### src/hdl/ptw_pkg.sv
// Shared types and constants for the power-of-two timeout wheel.
package ptw_pkg;

  // Default sizes of the wheel.
  localparam int NUM_SLOTS_DEF = 16;
  localparam int ORDER_MAX_DEF = 8;

  // Fixed field widths.
  localparam int TICK_W = 32;
  localparam int SLOT_W = 4;

  // Function codes of an input transaction.
  localparam logic FUNC_SET  = 1'b0;
  localparam logic FUNC_TICK = 1'b1;

  // Sequencer states.
  typedef enum logic [1:0] {
    ST_IDLE,
    ST_READ,
    ST_EVAL,
    ST_EMIT
  } ptw_state_e;

endpackage

### src/hdl/ptw_ram.sv
// Generic simple dual-port RAM with registered read.
module ptw_ram #(
  parameter int WIDTH = 8,
  parameter int DEPTH = 16,
  localparam int AW = (DEPTH > 1) ? $clog2(DEPTH) : 1
) (
  input  logic             clk_i,
  input  logic             we_i,
  input  logic [AW-1:0]    waddr_i,
  input  logic [WIDTH-1:0] wdata_i,
  input  logic [AW-1:0]    raddr_i,
  output logic [WIDTH-1:0] rdata_o
);

  logic [WIDTH-1:0] mem_q [DEPTH];
  logic [WIDTH-1:0] rdata_q;

  // Write port.
  always_ff @(posedge clk_i) begin
    if (we_i) begin
      mem_q[waddr_i] <= wdata_i;
    end
  end

  // Registered read port.
  always_ff @(posedge clk_i) begin
    rdata_q <= mem_q[raddr_i];
  end

  assign rdata_o = rdata_q;

endmodule

### src/hdl/ptw_file_unit.sv
// Shared add/subtract unit with bucket classification of a tick count.
module ptw_file_unit #(
  parameter int ORDER_MAX = ptw_pkg::ORDER_MAX_DEF,
  localparam int CODE_W = $clog2(2 * ORDER_MAX),
  localparam int OW = $clog2(ORDER_MAX)
) (
  input  logic [ptw_pkg::TICK_W-1:0] a_i,
  input  logic [ptw_pkg::TICK_W-1:0] b_i,
  input  logic                       sub_i,
  input  logic [ORDER_MAX-1:0]       parity_i,
  output logic [ptw_pkg::TICK_W-1:0] sum_o,
  output logic                       zero_o,
  output logic                       due_o,
  output logic [CODE_W-1:0]          code_o
);

  logic [ptw_pkg::TICK_W-1:0] b_x;
  logic [ptw_pkg::TICK_W-1:0] class_v;
  logic [OW-1:0]              ord;

  // One adder: a + b when filing a new timeout, a - b when refiling.
  assign b_x   = sub_i ? ~b_i : b_i;
  assign sum_o = a_i + b_x + ptw_pkg::TICK_W'(sub_i);

  // The count to classify is the input tick count or the remaining ticks.
  assign class_v = sub_i ? sum_o : b_i;
  assign zero_o  = (class_v == '0);

  // Deadline equals the clock or lies one tick behind it.
  assign due_o = (sum_o == '0) || (sum_o == '1);

  // Highest order whose doubled power the count reaches.
  always_comb begin
    ord = '0;
    for (int k = 1; k < ORDER_MAX; k++) begin
      if ((class_v >> (k + 1)) != '0) begin
        ord = OW'(k);
      end
    end
  end

  // Inactive half in either case: the lower half when the order's parity bit is set, the upper half otherwise.
  assign code_o = parity_i[ord] ? CODE_W'(ord) : CODE_W'(ord) + CODE_W'(ORDER_MAX);

endmodule

### src/hdl/power_of_two_timeout_wheel_unit.sv
// Top level of the power-of-two timeout wheel: sequencer, slot state and result port.
//
// A set-timeout transaction (func_i = 0) is taken while idle and busy never
// rises for it. A tick transaction (func_i = 1) keeps busy high while it
// walks T orders, where T is the number of clock bits below ORDER_MAX that
// toggle (one on half of all ticks, at most ORDER_MAX), and then while the
// abort scan runs: it ends at once when nothing is aborted, otherwise after
// the highest aborted slot, and at the latest after the last slot. Every slot
// of each walked order passes a read and an evaluate state on the one read
// port of the slot RAM, through the one shared adder and classifier, and the
// aborts are then sent out in a slot scan.
// Aborts appear on aborted_slot_o and last_o for exactly one cycle each,
// marked by strobe_o, in ascending slot order, with last_o set on the final
// abort of the tick. The receiver cannot stall the results, and a tick that
// aborts nothing produces no transaction.
module power_of_two_timeout_wheel_unit #(
  parameter int NUM_SLOTS = ptw_pkg::NUM_SLOTS_DEF,
  parameter int ORDER_MAX = ptw_pkg::ORDER_MAX_DEF
) (
  input  logic                       clk_i,
  input  logic                       rst_ni,
  input  logic                       start,
  output logic                       busy,
  input  logic                       func_i,
  input  logic [ptw_pkg::SLOT_W-1:0] slot_i,
  input  logic [ptw_pkg::TICK_W-1:0] ticks_i,
  output logic                       strobe_o,
  output logic [ptw_pkg::SLOT_W-1:0] aborted_slot_o,
  output logic                       last_o
);

  localparam int SW     = (NUM_SLOTS > 1) ? $clog2(NUM_SLOTS) : 1;
  localparam int OW     = $clog2(ORDER_MAX);
  localparam int CODE_W = $clog2(2 * ORDER_MAX);
  localparam int TW     = ptw_pkg::TICK_W;
  localparam int ENT_W  = CODE_W + TW;

  ptw_pkg::ptw_state_e state_q, state_d;

  logic [TW-1:0]             clock_q, clock_d;
  logic [ORDER_MAX-1:0]      parity_q, parity_d;
  logic [ORDER_MAX-1:0]      toggled_q, toggled_d;
  logic [NUM_SLOTS-1:0]      armed_q, armed_d;
  logic [NUM_SLOTS-1:0]      aborted_q, aborted_d;
  logic [OW-1:0]             order_q, order_d;
  logic [SW-1:0]             idx_q, idx_d;
  logic                      strobe_q, strobe_d;
  logic [ptw_pkg::SLOT_W-1:0] out_slot_q, out_slot_d;
  logic                      last_q, last_d;

  logic [TW-1:0]    clock_inc;
  logic [TW-1:0]    slot_ext;
  logic             slot_ok;
  logic             accept;

  logic             ram_we;
  logic [SW-1:0]    ram_waddr;
  logic [ENT_W-1:0] ram_wdata;
  logic [ENT_W-1:0] ram_rdata;
  logic [CODE_W-1:0] rd_code;
  logic [TW-1:0]    rd_deadline;

  logic [TW-1:0]     unit_a, unit_b, unit_sum;
  logic              unit_sub, unit_zero, unit_due;
  logic [CODE_W-1:0] unit_code;

  logic [CODE_W-1:0]    walk_code;
  logic                 last_slot, last_order;
  logic [NUM_SLOTS-1:0] idx_onehot;

  // Slot entries: bucket code over deadline.
  ptw_ram #(
    .WIDTH (ENT_W),
    .DEPTH (NUM_SLOTS)
  ) u_slot_ram (
    .clk_i   (clk_i),
    .we_i    (ram_we),
    .waddr_i (ram_waddr),
    .wdata_i (ram_wdata),
    .raddr_i (idx_q),
    .rdata_o (ram_rdata)
  );

  assign rd_code     = ram_rdata[ENT_W-1:TW];
  assign rd_deadline = ram_rdata[TW-1:0];

  // Shared arithmetic: deadline on a set, remaining ticks on a refile.
  assign unit_sub = (state_q != ptw_pkg::ST_IDLE);
  assign unit_a   = unit_sub ? rd_deadline : clock_q;
  assign unit_b   = unit_sub ? clock_q : ticks_i;

  ptw_file_unit #(
    .ORDER_MAX (ORDER_MAX)
  ) u_file_unit (
    .a_i      (unit_a),
    .b_i      (unit_b),
    .sub_i    (unit_sub),
    .parity_i (parity_q),
    .sum_o    (unit_sum),
    .zero_o   (unit_zero),
    .due_o    (unit_due),
    .code_o   (unit_code)
  );

  // Handshake and helper terms.
  assign busy       = (state_q != ptw_pkg::ST_IDLE);
  assign accept     = start && !busy;
  assign clock_inc  = clock_q + TW'(1);
  assign slot_ext   = TW'(slot_i);
  assign slot_ok    = (slot_ext < TW'(NUM_SLOTS));
  assign walk_code  = parity_q[order_q] ? (CODE_W'(order_q) + CODE_W'(ORDER_MAX))
                                        : CODE_W'(order_q);
  assign last_slot  = (idx_q == SW'(NUM_SLOTS - 1));
  assign last_order = (order_q == OW'(ORDER_MAX - 1)) || !toggled_q[OW'(order_q + 1'b1)];
  assign idx_onehot = NUM_SLOTS'(1) << idx_q;

  // State register.
  always_ff @(posedge clk_i or negedge rst_ni) begin
    if (!rst_ni) begin
      state_q <= ptw_pkg::ST_IDLE;
    end else begin
      state_q <= state_d;
    end
  end

  // Control and status registers.
  always_ff @(posedge clk_i or negedge rst_ni) begin
    if (!rst_ni) begin
      clock_q   <= '0;
      parity_q  <= '0;
      toggled_q <= '0;
      armed_q   <= '0;
      aborted_q <= '0;
      order_q   <= '0;
      idx_q     <= '0;
      strobe_q  <= 1'b0;
    end else begin
      clock_q   <= clock_d;
      parity_q  <= parity_d;
      toggled_q <= toggled_d;
      armed_q   <= armed_d;
      aborted_q <= aborted_d;
      order_q   <= order_d;
      idx_q     <= idx_d;
      strobe_q  <= strobe_d;
    end
  end

  // Result payload registers.
  always_ff @(posedge clk_i) begin
    out_slot_q <= out_slot_d;
    last_q     <= last_d;
  end

  // Next state, slot updates and result generation.
  always_comb begin
    state_d    = state_q;
    clock_d    = clock_q;
    parity_d   = parity_q;
    toggled_d  = toggled_q;
    armed_d    = armed_q;
    aborted_d  = aborted_q;
    order_d    = order_q;
    idx_d      = idx_q;
    strobe_d   = 1'b0;
    out_slot_d = out_slot_q;
    last_d     = last_q;
    ram_we     = 1'b0;
    ram_waddr  = idx_q;
    ram_wdata  = {unit_code, rd_deadline};

    case (state_q)
      ptw_pkg::ST_IDLE: begin
        if (accept && (func_i == ptw_pkg::FUNC_SET)) begin
          // File the slot, or disarm it on a zero count.
          if (slot_ok) begin
            ram_we    = !unit_zero;
            ram_waddr = slot_ext[SW-1:0];
            ram_wdata = {unit_code, unit_sum};
            armed_d[slot_ext[SW-1:0]] = !unit_zero;
          end
        end else if (accept) begin
          // Advance the clock and start the walk at order zero.
          clock_d   = clock_inc;
          toggled_d = clock_q[ORDER_MAX-1:0] ^ clock_inc[ORDER_MAX-1:0];
          aborted_d = '0;
          order_d   = '0;
          idx_d     = '0;
          state_d   = ptw_pkg::ST_READ;
        end
      end

      ptw_pkg::ST_READ: begin
        state_d = ptw_pkg::ST_EVAL;
      end

      ptw_pkg::ST_EVAL: begin
        // A slot in the walked bucket is aborted when due, else refiled.
        if (armed_q[idx_q] && (rd_code == walk_code)) begin
          if (unit_due) begin
            armed_d[idx_q]   = 1'b0;
            aborted_d[idx_q] = 1'b1;
          end else begin
            ram_we = 1'b1;
          end
        end
        if (!last_slot) begin
          idx_d   = idx_q + SW'(1);
          state_d = ptw_pkg::ST_READ;
        end else begin
          parity_d[order_q] = !parity_q[order_q];
          idx_d             = '0;
          if (last_order) begin
            state_d = ptw_pkg::ST_EMIT;
          end else begin
            order_d = order_q + OW'(1);
            state_d = ptw_pkg::ST_READ;
          end
        end
      end

      ptw_pkg::ST_EMIT: begin
        // Send aborts in ascending slot order.
        if (aborted_q == '0) begin
          state_d = ptw_pkg::ST_IDLE;
        end else begin
          if (aborted_q[idx_q]) begin
            strobe_d         = 1'b1;
            out_slot_d       = ptw_pkg::SLOT_W'(idx_q);
            last_d           = ((aborted_q & ~idx_onehot) == '0);
            aborted_d[idx_q] = 1'b0;
          end
          if (last_slot) begin
            state_d = ptw_pkg::ST_IDLE;
          end else begin
            idx_d = idx_q + SW'(1);
          end
        end
      end

      default: begin
        state_d = ptw_pkg::ST_IDLE;
      end
    endcase
  end

  assign strobe_o       = strobe_q;
  assign aborted_slot_o = out_slot_q;
  assign last_o         = last_q;

endmodule
### config.mk
export PLATFORM = sky130hd
export DESIGN_NAME = power_of_two_timeout_wheel_unit
export DESIGN_NICKNAME = d
export VERILOG_FILES = /design/src/hdl/ptw_pkg.sv /design/src/hdl/ptw_ram.sv /design/src/hdl/ptw_file_unit.sv /design/src/hdl/power_of_two_timeout_wheel_unit.sv
export SDC_FILE = /design/constraint.sdc
export NUM_CORES = 1
export LEC_CHECK = 0
export ABC_AREA = 0
export ABC_CLOCK_PERIOD_IN_PS = 7300
export BUFFER_PORTS_ARGS = -buffer_cell sky130_fd_sc_hd__buf_2
export CAP_MARGIN = 20
export CORE_UTILIZATION = 50
export DETAILED_ROUTE_END_ITERATION = 8
export MAX_ROUTING_LAYER = met4
export PLACE_DENSITY = 0.68
export SLEW_MARGIN = 20
export SYNTH_ARGS = -nofsm -noshare
export SYNTH_HDL_FRONTEND = slang
export SYNTH_SLANG_ARGS = --single-unit
### constraint.sdc
create_clock -name clk_i -period 7.3 [get_ports clk_i]
set_input_delay 0.365 -clock clk_i [delete_from_list [all_inputs] [get_ports clk_i]]
set_output_delay 0.365 -clock clk_i [all_outputs]
set_load 0.01 [all_outputs]
---- Word level (Yosys, flattened, before mapping) ----
Memories as Yosys holds them, arrays and structs flattened. A register that Yosys moved wholly into a read port is not among the register bits.
Index checks and enable logic that the tools add are counted.
word-level totals
  output and inout bits ................... 7
  flip-flop bits (word level) ............. 95
  input bits .............................. 40
  memory bits (writable) .................. 576
  memories kept ........................... 1
  word-level logic and storage cells ...... 171
memory list
  name              depth  width  rd ports  clocked after Yosys merged registers in  write ports  line           source
  u_slot_ram.mem_q  16     36     1         1                                        1            ptw_ram.sv:15  logic [WIDTH-1:0] mem_q [DEPTH];
operators by class
  shifts and indexed selects .............. 1
  magnitude comparators ................... 9
  equality and inequality tests ........... 19
  bitwise operators ....................... 11
  muxes and demuxes ....................... 77
  reductions and logical operators ........ 35
  add/sub/neg operators ................... 7
operators by type and width
  cell                                                                          number
  32-bit two-way mux                                                            7
  32-bit nonzero test                                                           7
  16-bit two-way mux                                                            10
  32-bit zero test                                                              2
  16-bit AND                                                                    3
  16-bit case mux with 3 select lines                                           1
  4-bit two-way mux                                                             10
  32-bit by 1-bit adder with 32-bit output                                      1
  32-bit by 1-bit adder with 32-bit output, second input constant               1
  32-bit adder                                                                  1
  32-bit == test, second input constant                                         1
  16-bit zero test                                                              2
  16-bit inverter                                                               2
  32-bit inverter                                                               1
  16-bit case mux with 2 select lines                                           1
  3-bit two-way mux                                                             10
  2-bit inequality test, second input constant                                  10
  1-bit two-way mux                                                             18
  16-bit bitwise mux                                                            1
  16-bit bitwise OR                                                             1
  1-bit by 4-bit left shift with 16-bit output, first input constant            1
  4-bit by 5-bit less-than comparator with 1-bit output, second input constant  3
  5-bit AND reduction                                                           3
  3-bit by 4-bit less-than comparator with 1-bit output, second input constant  3
  33 further kinds                                                              59

---- Depth between registers and ports, before layout ----
Gate-level depths: netlist (run 1).
  depth after elaboration ................. 18
  depth in mapped cells ................... 23
  gate-level depth less buffers ........... 16

---- By module ----
From an unflattened synthesis (run 1), not the netlist that was laid out.
unflattened totals
  cell total of the unflattened synthesis .. 2052
  area, all modules ....................... 31361.3 um2
modules (own cells, without submodules)
  module                           cells an instance  times used  area an instance (um2)  seq. area each (um2)
  ptw_ram                          938                1           22318.9                 18017.3
  power_of_two_timeout_wheel_unit  737                1           6486.2                  2402.3
  ptw_file_unit                    377                1           2556.2                  0.0

---- Worst setup path after synthesis (run 1) ----
OpenSTA, ideal clock, no wires.
  kind .................................... register to register
  start point ............................. register state_q[0]
  end point ............................... memory u_slot_ram.mem_q[13][0] (netlist bit), enable pin
  data arrival time ....................... 6.402 ns
  clock period less this slack ............ 6.844 ns
  data required time ...................... 6.859 ns
  library setup time ...................... 0.441 ns
  setup slack ............................. 0.456 ns
  stages on the path, launching flop included .. 22
  buffers on the path ..................... 6
  cells stage by stage .................... dfrtp_1 -> nor2_4 -> inv_2 -> clkbuf_1 -> clkbuf_1 -> clkbuf_1 -> clkbuf_1 -> a21oi_1 -> ha_1 -> buf_2 -> nand2_1 -> or4_1 -> o311ai_1 -> o21ai_0 -> a21o_1 -> o221ai_1 -> xor2_1 -> a31oi_1 -> or4_1 -> buf_2 -> nand3_1 -> a21oi_1
between the ends
  longest elaborated chain between the ends .. 14
  elaborated cells between the ends (all ways) .. 27
  those cells by class .................... add/sub (2); eq/ne (2); mux (13); bitwise (1); reduce/logical (9)
ends and longest elaborated chain
  element                                   line                                    source
  start: declaration                        power_of_two_timeout_wheel_unit.sv:38   ptw_pkg::ptw_state_e state_q, state_d;
  start signal: assignment                  power_of_two_timeout_wheel_unit.sv:120  state_q <= ptw_pkg::ST_IDLE;
  start signal: assignment                  power_of_two_timeout_wheel_unit.sv:122  state_q <= state_d;
  2-bit nonzero test (*)                    power_of_two_timeout_wheel_unit.sv:106  assign busy = (state_q != ptw_pkg::ST_IDLE);
  net busy                                  power_of_two_timeout_wheel_unit.sv:23   output logic busy,
  32-bit two-way mux                        power_of_two_timeout_wheel_unit.sv:90   assign unit_b = unit_sub ? clock_q : ticks_i;
  32-bit inverter                           ptw_file_unit.sv:22                     assign b_x = sub_i ? ~b_i : b_i;
  32-bit two-way mux                        ptw_file_unit.sv:22
  32-bit adder                              ptw_file_unit.sv:23                     assign sum_o = a_i + b_x + ptw_pkg::TICK_W'(sub_i);
  32-bit by 1-bit adder with 32-bit output  ptw_file_unit.sv:23
  32-bit two-way mux                        ptw_file_unit.sv:26                     assign class_v = sub_i ? sum_o : b_i;
  32-bit zero test                          ptw_file_unit.sv:27                     assign zero_o = (class_v == '0);
  1-bit zero test                           power_of_two_timeout_wheel_unit.sv:177  ram_we = !unit_zero;
  1-bit two-way mux                         power_of_two_timeout_wheel_unit.sv:176  if (slot_ok) begin
  1-bit two-way mux                         power_of_two_timeout_wheel_unit.sv:174  if (accept && (func_i == ptw_pkg::FUNC_SET)) begin
  1-bit case mux with 2 select lines        power_of_two_timeout_wheel_unit.sv:172  case (state_q)
  1-bit two-way mux                         ptw_ram.sv:20                           if (we_i) begin
  1-bit two-way mux (implied by the code)   ptw_ram.sv:21                           mem_q[waddr_i] <= wdata_i;
  end: declaration                          ptw_ram.sv:15
The timed path passes the listed nets; every way through them passes the cells marked *.

---- Final worst setup path (run 1) ----
  start point ............................. register state_q[0]
  end point ............................... memory u_slot_ram.mem_q[3][25] (netlist bit), enable pin
between the ends
  longest elaborated chain between the ends .. 14
  elaborated cells between the ends (all ways) .. 27
  those cells by class .................... add/sub (2); eq/ne (2); mux (13); bitwise (1); reduce/logical (9)
ends and longest elaborated chain
  element                                   line
  2-bit nonzero test                        power_of_two_timeout_wheel_unit.sv:88, power_of_two_timeout_wheel_unit.sv:106
  32-bit two-way mux                        power_of_two_timeout_wheel_unit.sv:90
  32-bit inverter                           ptw_file_unit.sv:22
  32-bit two-way mux                        ptw_file_unit.sv:22
  32-bit adder                              ptw_file_unit.sv:23
  32-bit by 1-bit adder with 32-bit output  ptw_file_unit.sv:23
  32-bit two-way mux                        ptw_file_unit.sv:26
  32-bit zero test                          ptw_file_unit.sv:27
  1-bit zero test                           power_of_two_timeout_wheel_unit.sv:177
  1-bit two-way mux                         power_of_two_timeout_wheel_unit.sv:176
  1-bit two-way mux                         power_of_two_timeout_wheel_unit.sv:174
  1-bit case mux with 2 select lines        power_of_two_timeout_wheel_unit.sv:172
  1-bit two-way mux                         ptw_ram.sv:20
  1-bit two-way mux (implied by the code)   ptw_ram.sv:21
Parallel ways exist; a longest one is shown, timed or not.

==> results of run 1 <==
[layer usage]
layer | global-route usage | vias up | wire length, µm
met4 | 0.05749 | 0 | 1483
met3 | 0.04122 | 103 | 6064
li1 | - | 8440 | -
met2 | 0.3958 | 781 | 37750
met5 | - | - | 0
met1 | 0.3788 | 9926 | 34950
[synth_stat cells (14+ instances only)]
cell type / n / area [µm²]
inv_1: 40 / 150.1
edfxtp_1: 581 / 17450
buf_1: 20 / 75.07
a21o_1: 18 / 135.1
o211ai_1: 24 / 180.2
xnor2_1: 35 / 306.5
xor2_1: 27 / 236.5
nand4_1: 36 / 225.2
dfxtp_1: 36 / 720.7
nand2_1: 229 / 859.6
dfrtp_1: 90 / 2252
and3_1: 18 / 112.6
nor3_1: 31 / 155.2
o21ai_0: 82 / 410.4
nor4_1: 14 / 87.58
mux4_2: 192 / 4324
nor2_1: 112 / 420.4
nand3_1: 58 / 290.3
a32oi_1: 15 / 131.4
ha_1: 39 / 488.0
a21oi_1: 96 / 480.5
clkbuf_1: 95 / 356.6
[how the worst max path moves through the flow]
| stage | start | endpoint | cells after the start |
|---|---|---|---|
| detailed placement | state_q[0]$_DFFE_PN0P_ | u_slot_ram.mem_q[3][30]$_DFFE_PP_ | 18 |
| global placement | state_q[0]$_DFFE_PN0P_ | u_slot_ram.mem_q[3][20]$_DFFE_PP_ | 18 |
| finish | state_q[0]$_DFFE_PN0P_ | u_slot_ram.mem_q[3][25]$_DFFE_PP_ | 18 |
| CTS | state_q[0]$_DFFE_PN0P_ | u_slot_ram.mem_q[3][25]$_DFFE_PP_ | 18 |
| floorplan | state_q[0]$_DFFE_PN0P_ | u_slot_ram.mem_q[13][0]$_DFFE_PP_ | 21 |
| global route | state_q[1]$_DFFE_PN0P_ | u_slot_ram.mem_q[3][19]$_DFFE_PP_ | 19 |
[logic make-up (layout without fill, tap and decap cells)]
family,after synthesis,in the layout,synth area share
AOI/OAI and AO/OA,351,351,0.07187
and+or+nand+nor,572,572,0.08569
adders and majority gates,40,40,0.01609
muxes,209,209,0.1427
buffers and inverters,163,292,0.01993
DFF,707,707,0.6466
xor gates and xnor gates,62,62,0.01719
[critical path, stage by stage (launching register included)]
cell	delay, ps
dfrtp_1	400
buf_4	200
a211oi_1	480
a21o_1	210
inv_1	80
fa_1	450
a21o_1	230
and4_1	250
o21ai_0	220
nand2_1	140
xnor2_1	550
a31oi_1	150
or4_1	560
or4_4	460
or4_1	610
buf_4	240
a2bb2oi_2	480
nor2_4	230
buf_4	370
[flip-flops by register name (all words and copies together), names as in the netlist]
signal              count
u_slot_ram.mem_q      576
u_slot_ram.rdata_o     36
clock_q                32
aborted_q              16
armed_q                16
parity_q                8
toggled_q               8
aborted_slot_o          4
idx_q                   4
order_q                 3
state_q                 2
last_o                  1
strobe_o                1
[through the flow]
| stage | cells | utilization | total power, mW | hold WS [ps] |
|---|---|---|---|---|
| 6_report | 3070 | 0.5732 | 14.84 | 167.3 |
| 5_1_grt | 3070 | 0.5732 | 15.50 | 180.9 |
| 4_1_cts | 3070 | 0.5730 | 14.85 | 156.4 |
| 3_5_place_dp | 2937 | 0.5336 | 11.09 | 252.4 |
| 3_3_place_gp | 2937 | 0.5336 | 11.04 | 257.9 |
| 2_1_floorplan | 2104 | - | 9.165 | 69.41 |
[power groups by stage]
stage	clock network [mW]	registers [mW]	logic [mW]
after floorplan	0	5.32	3.85
after global placement	0	5.56	5.48
after detailed placement	0	5.56	5.53
after CTS	3.81	5.48	5.55
after global routing	3.97	5.51	6.02
final	3.76	5.48	5.60
[final cells by class]
class	count	share of cell area
Clock buffer	91	0.05470
Clock inverter	41	0.01375
Inverter	43	0.004608
Multi-Input combinational cell	1234	0.3008
Sequential cell	707	0.5743
Tap cell	837	0.02944
Timing Repair Buffer	117	0.02230
==> results by group, run 1 <==
Status
  • Status: finished, final reports clean

Timing
  • FMAX: 0.1509 GHz
  • Final WS setup: 674.9 ps
  • Final setup vio count: 0
  • Worst-margin pin slew: 1106 ps
  • Slew HR: 0.2629
  • Worst Skew: around 18 ps
  • RSZ-0062 raised after global routing: no
  • Fin. Hold Viols: 0
  • Slew Limit Fails: 0
  • Tcrit/Tclk final: 0.9076
  • Fin Setup TNS: 0 ps
  • Post-layout min period: 6625 ps

Synthesis
  • Syn_area_per_cell: 15.01 µm²
  • Synthesized net count: 2,184
  • Post-synth top flop: edfxtp_1
  • Synth unique cells: 84
  • Ys Warns: 0
  • EDFF count, synth: 581
  • Post-Syn Instances: between 2,000 and 2,500
  • Synth async-reset ratio: 0.1273
  • Mapped cell area: 31,580 µm²
  • Register area share after synthesis: 0.6466
  • FF+latch count, synth: 707

Die
  • Total core area: 62,050 µm²
  • Initial Utilization: 0.5089
  • Die area: 64,170 µm²
  • IO Count: 47
  • Die width: 253.3 µm
  • Die H: 253.3 µm
  • Rows: 91

Critical path
  • Worst r2r path cells: 18
  • Crit path required time: 7620 ps
  • Worst-path maximum fanout: 23
  • Worst Path Arrival: between 6000 and 7000 ps
  • R2R Path End: u_slot_ram.mem_q[3][25]$_DFFE_PP_
  • Reg2reg setup slack: roughly 670 ps
  • Critical path startpoint category: flip-flop
  • Critical path class: reg2reg
  • CP Capture Type: flip-flop
  • Worst r2r src: state_q[0]$_DFFE_PN0P_

Place
  • GP Congestion: 0.9201
  • DP Worst Slack: between 800 and 900 ps
  • Placed cell areas: 33,110 µm²
  • Port Buffer Count: 46
  • Final HPWL from detailed placement: a little over 50 mm

Clock network
  • Num CTS Buffers: 73
  • TritonCTS clock tree: built
  • CTS Buffer Depth: 3
  • CTS Hold Buffers Added: 1
  • CTS sink count: 707
  • Buffer count from post-CTS setup fixing: 0
  • Clock-pin slew on the worst setup and hold paths: 60 ps
  • H-tree Lvls: 3
  • Clock Tree Root: clkbuf_16
  • Resize count post-CTS: 0
  • Worst-Skew Late Latency: between 600 and 700 ps

Global routing
  • Initial antenna violation count: 1
  • First-pass GRT wire length: between 100 and 150 mm
  • Number of global-route vias before repair: about 19,000
  • Total GRT Usage: 0.2625
  • Largest net degree at the start of global routing: 74
  • Grt ovf: 0

Min path
  • Worst Hold Class: in2async

Pwr
  • Static Leak: 12.31 nW
  • Seq pwr share: 0.369
  • Sw Ratio: 0.3657
  • Clk pwr share: 0.253
  • Internal: 9.413 mW
  • Sw Pwr: 5.427 mW
  • VDD IR-drop max: 0.2214 mV
  • Power Density: around 420 nW/µm²
  • Combinational group share of total power: 0.377

Routing
  • Via/cell ratio: 6.270
  • DRT iter0 DRCs: 1,959
  • DR DRC count: 0
  • DRT antenna net count: 0
  • Routed vias: 19,250
  • First drt pass iteration count: 5
  • WL per Instance: approximately 26 µm
  • Final wirelength: 80.25 mm

Cells and area
  • Antenna Diode Count: 0
  • Multi-input gate area: 10,700 µm²
  • Sequential standard cell area: ~20,000 µm²
  • # fillers: between 4,000 and 5,000
  • Share of layout cells above drive strength 1: 0.2069
  • Most common cell after layout, fill and taps aside: edfxtp_1
  • Finished layout cell area: 35,570 µm²
  • Synthesis-to-finish area growth: 12.62%
  • Commonest cells after routing, fill and taps aside: edfxtp_1, nand2_1, mux4_2, nor2_1, a21oi_1
  • Layout Nets: about 2,300

Job
  • MaxCap Viol Count: 0
Power figures use the tool's default switching activity.
==> run 2, diff against run 1 <==
--- a/config.mk
+++ b/config.mk
@@ -9,10 +9,9 @@
 export ABC_CLOCK_PERIOD_IN_PS = 7300
 export BUFFER_PORTS_ARGS = -buffer_cell sky130_fd_sc_hd__buf_2
 export CAP_MARGIN = 20
-export CORE_UTILIZATION = 50
+export CORE_UTILIZATION = 57
 export DETAILED_ROUTE_END_ITERATION = 8
-export MAX_ROUTING_LAYER = met4
-export PLACE_DENSITY = 0.68
+export PLACE_DENSITY = 0.76
 export SLEW_MARGIN = 20
 export SYNTH_ARGS = -nofsm -noshare
 export SYNTH_HDL_FRONTEND = slang
==> results by group, run 2 (synthesized netlist as in run 1, its figures left out) <==
Timing
  • Post-layout min period: roughly 6900 ps
  • FMAX: 0.1459 GHz
  • Tcrit/Tclk final: 0.9387
  • RSZ-0062 raised after global routing: no
  • Slew Limit Fails: 0
  • Worst-margin pin slew: between 1000 and 1500 ps
  • Slew HR: 0.2477
  • Worst Skew: 23.26 ps
  • WHS: just under 200 ps
  • Fin. Hold Viols: 0
  • Final setup vio count: 0
  • Fin Setup TNS: 0 ps

Clock network
  • CTS sink count: a little over 700
  • Clock Tree Root: clkbuf_16
  • Num CTS Buffers: 73
  • Clock-pin slew on the worst setup and hold paths: 60 ps
  • TritonCTS clock tree: built
  • CTS Buffer Depth: 3
  • H-tree Lvls: 3
  • Worst-Skew Late Latency: 630 ps

Cells and area
  • Commonest cells after routing, fill and taps aside: edfxtp_1, nand2_1, mux4_2, nor2_1, a21oi_1
  • Most common cell after layout, fill and taps aside: edfxtp_1
  • Layout Nets: ~2,300
  • Share of layout cells above drive strength 1: 0.2099
  • Max reg flops: roughly 580
  • Synthesis-to-finish area growth: 12.05%
  • Largest Register: u_slot_ram.mem_q
  • Core Util, Final: 0.6524

Die
  • Die width: 237.4 µm
  • Rows: 85
  • Die H: 237.4 µm
  • Die area: approximately 56,000 µm²
  • Initial Utilization: 0.5823
  • IO Count: between 40 and 50
  • Total core area: 54,240 µm²

Routing
  • First drt pass iteration count: 6
  • DR DRC count: 0
  • WL per Instance: 28.75 µm
  • DRT antenna net count: 0
  • Met2 wire length: 43.08 mm
  • DRT iter0 DRCs: 2,519
  • DR WL met3: 6.642 mm
  • Via/cell ratio: 6.700
  • Highest Signal Layer: met5
  • Final wirelength: 84.53 mm
  • WL met1: 30.94 mm
  • Routed vias: 19,700

Critical path
  • Worst-path maximum fanout: 30
  • CP startpoint: state_q[0]$_DFFE_PN0P_
  • CP cell instances: nor2_4, inv_4, buf_4, a21oi_1, ha_1, nand2_1, or4_1, o311ai_1, o21ai_0, or3_1, a32oi_1, nor4bb_1, a31oi_1, or4_1, a2bb2oi_4, nor2_4, buf_4
  • Number of buffers and inverters on the critical path: 3
  • Worst Path Arrival: 7200 ps
  • Family with the most delay on the worst path: simple AND/OR/NAND/NOR gates
  • CP max-delay cell: or4_1
  • CP peak stage delay: 930 ps
  • Worst r2r src: state_q[0]$_DFFE_PN0P_
  • CP Capture Type: flip-flop
  • Crit path required time: approximately 7700 ps
  • Critical path class: reg2reg
  • Critical path startpoint category: flip-flop

Global routing
  • Number of global-route vias before repair: 19,340
  • Total GRT Usage: 0.3071
  • Largest net degree at the start of global routing: 73
  • Grt ovf: 0
  • First-pass GRT wire length: 126.1 mm
  • Initial antenna violation count: 8

Place
  • Port Buffer Count: 46
  • GP Congestion: 0.9585
  • Final HPWL from detailed placement: 54.95 mm

Status
  • Status: finished, final reports clean

Pwr
  • VDD IR-drop max: 0.2592 mV
  • Static Leak: 12.29 nW
  • Power Density: roughly 420 nW/µm²

Min path
  • Worst Hold Class: in2reg
  • Min-delay src: slot_i[3]

Job
  • MaxCap Viol Count: 0
==> run 2: cell types whose count changed in the layout (fill, tap and decap cells not counted), moves of 3 or more <==
| cell | change |
|---|---|
| o21ai_0 | -10 |
| o21ai_1 | +3 |
| bufinv_16 | -6 |
| clkbuf_1 | +14 |
| clkinv_1 | -8 |
| o21ai_2 | +7 |
| diode_2 | +5 |
==> run 2: layout make-up <==
| cell class | instances | area, µm² |
|---|---|---|
| flip-flops and latches | 707 | 20430 |
| fillers | 3707 | 18850 |
| multi-input cells | 1234 | 10750 |
| clock buffers | 107 | 2048 |
| well taps | 696 | 870.8 |
| repair buffers | 119 | 857.1 |
| clock inverters | 29 | 250.2 |
| inverters | 43 | 165.2 |
| diodes | 5 | 12.51 |
==> run 2: worst paths after layout <==
kind | end | slack, ps | cells past startpoint
max | u_slot_ram.mem_q[15][20]$_DFFE_PP_ | 450 | 17
min | armed_q[4]$_DFFE_PN0P_ | 200 | 4
max reg2reg | u_slot_ram.mem_q[15][20]$_DFFE_PP_ | 450 | 17
min reg2reg | toggled_q[3]$_DFFE_PN0P_ | 470 | 1
max in group asynchronous | clock_q[24]$_DFFE_PN0P_ | 5920 | 3
min in group asynchronous | aborted_q[9]$_DFFE_PN0P_ | 210 | 2
==> run 2: power breakdown <==
| part | internal, mW | total, mW | switching [mW] |
|---|---|---|---|
| logic | 2.11 | 5.68 | 3.56 |
| clock network | 2.04 | 3.60 | 1.56 |
| registers | 5.10 | 5.48 | 0.386 |
==> run 2: stage by stage <==
stage | instance area [µm²] | std cells | power (mW) | setup slack (ps)
floorplan | 31580 | 2104 | 9.165 | 456.4
global placement | 32820 | 2782 | 10.96 | 587.5
detailed placement | 32920 | 2786 | 11.05 | 362.7
CTS | 35230 | 2923 | 14.70 | 320.5
global route | 35380 | 2936 | 15.33 | 101.5
finish | 35390 | 2940 | 14.76 | 447.3
==> run 2: per-layer routing <==
layer	vias up	GRT usage
li1	8449	-
met1	10030	0.3909
met2	1031	0.5244
met3	188	0.05470
met4	4	0.1245
met5	-	0
==> run 2: timing repair <==
item	in CTS	in global routing
endpoints found under the setup margin	0	170
gates resized for setup	0	3
hold endpoints to repair	26	0
hold buffers	1	0
buffers inserted	0	12
==> run 2: worst register-to-register path: stages, from the launching register on <==
cell and delay, ps:
dfrtp_1 690, nor2_4 80, inv_4 270, buf_4 350, a21oi_1 120, ha_1 390, nand2_1 160, or4_1 450
o311ai_1 190, o21ai_0 360, or3_1 460, a32oi_1 200, nor4bb_1 500, a31oi_1 280, or4_1 930, a2bb2oi_4 540
nor2_4 240, buf_4 350
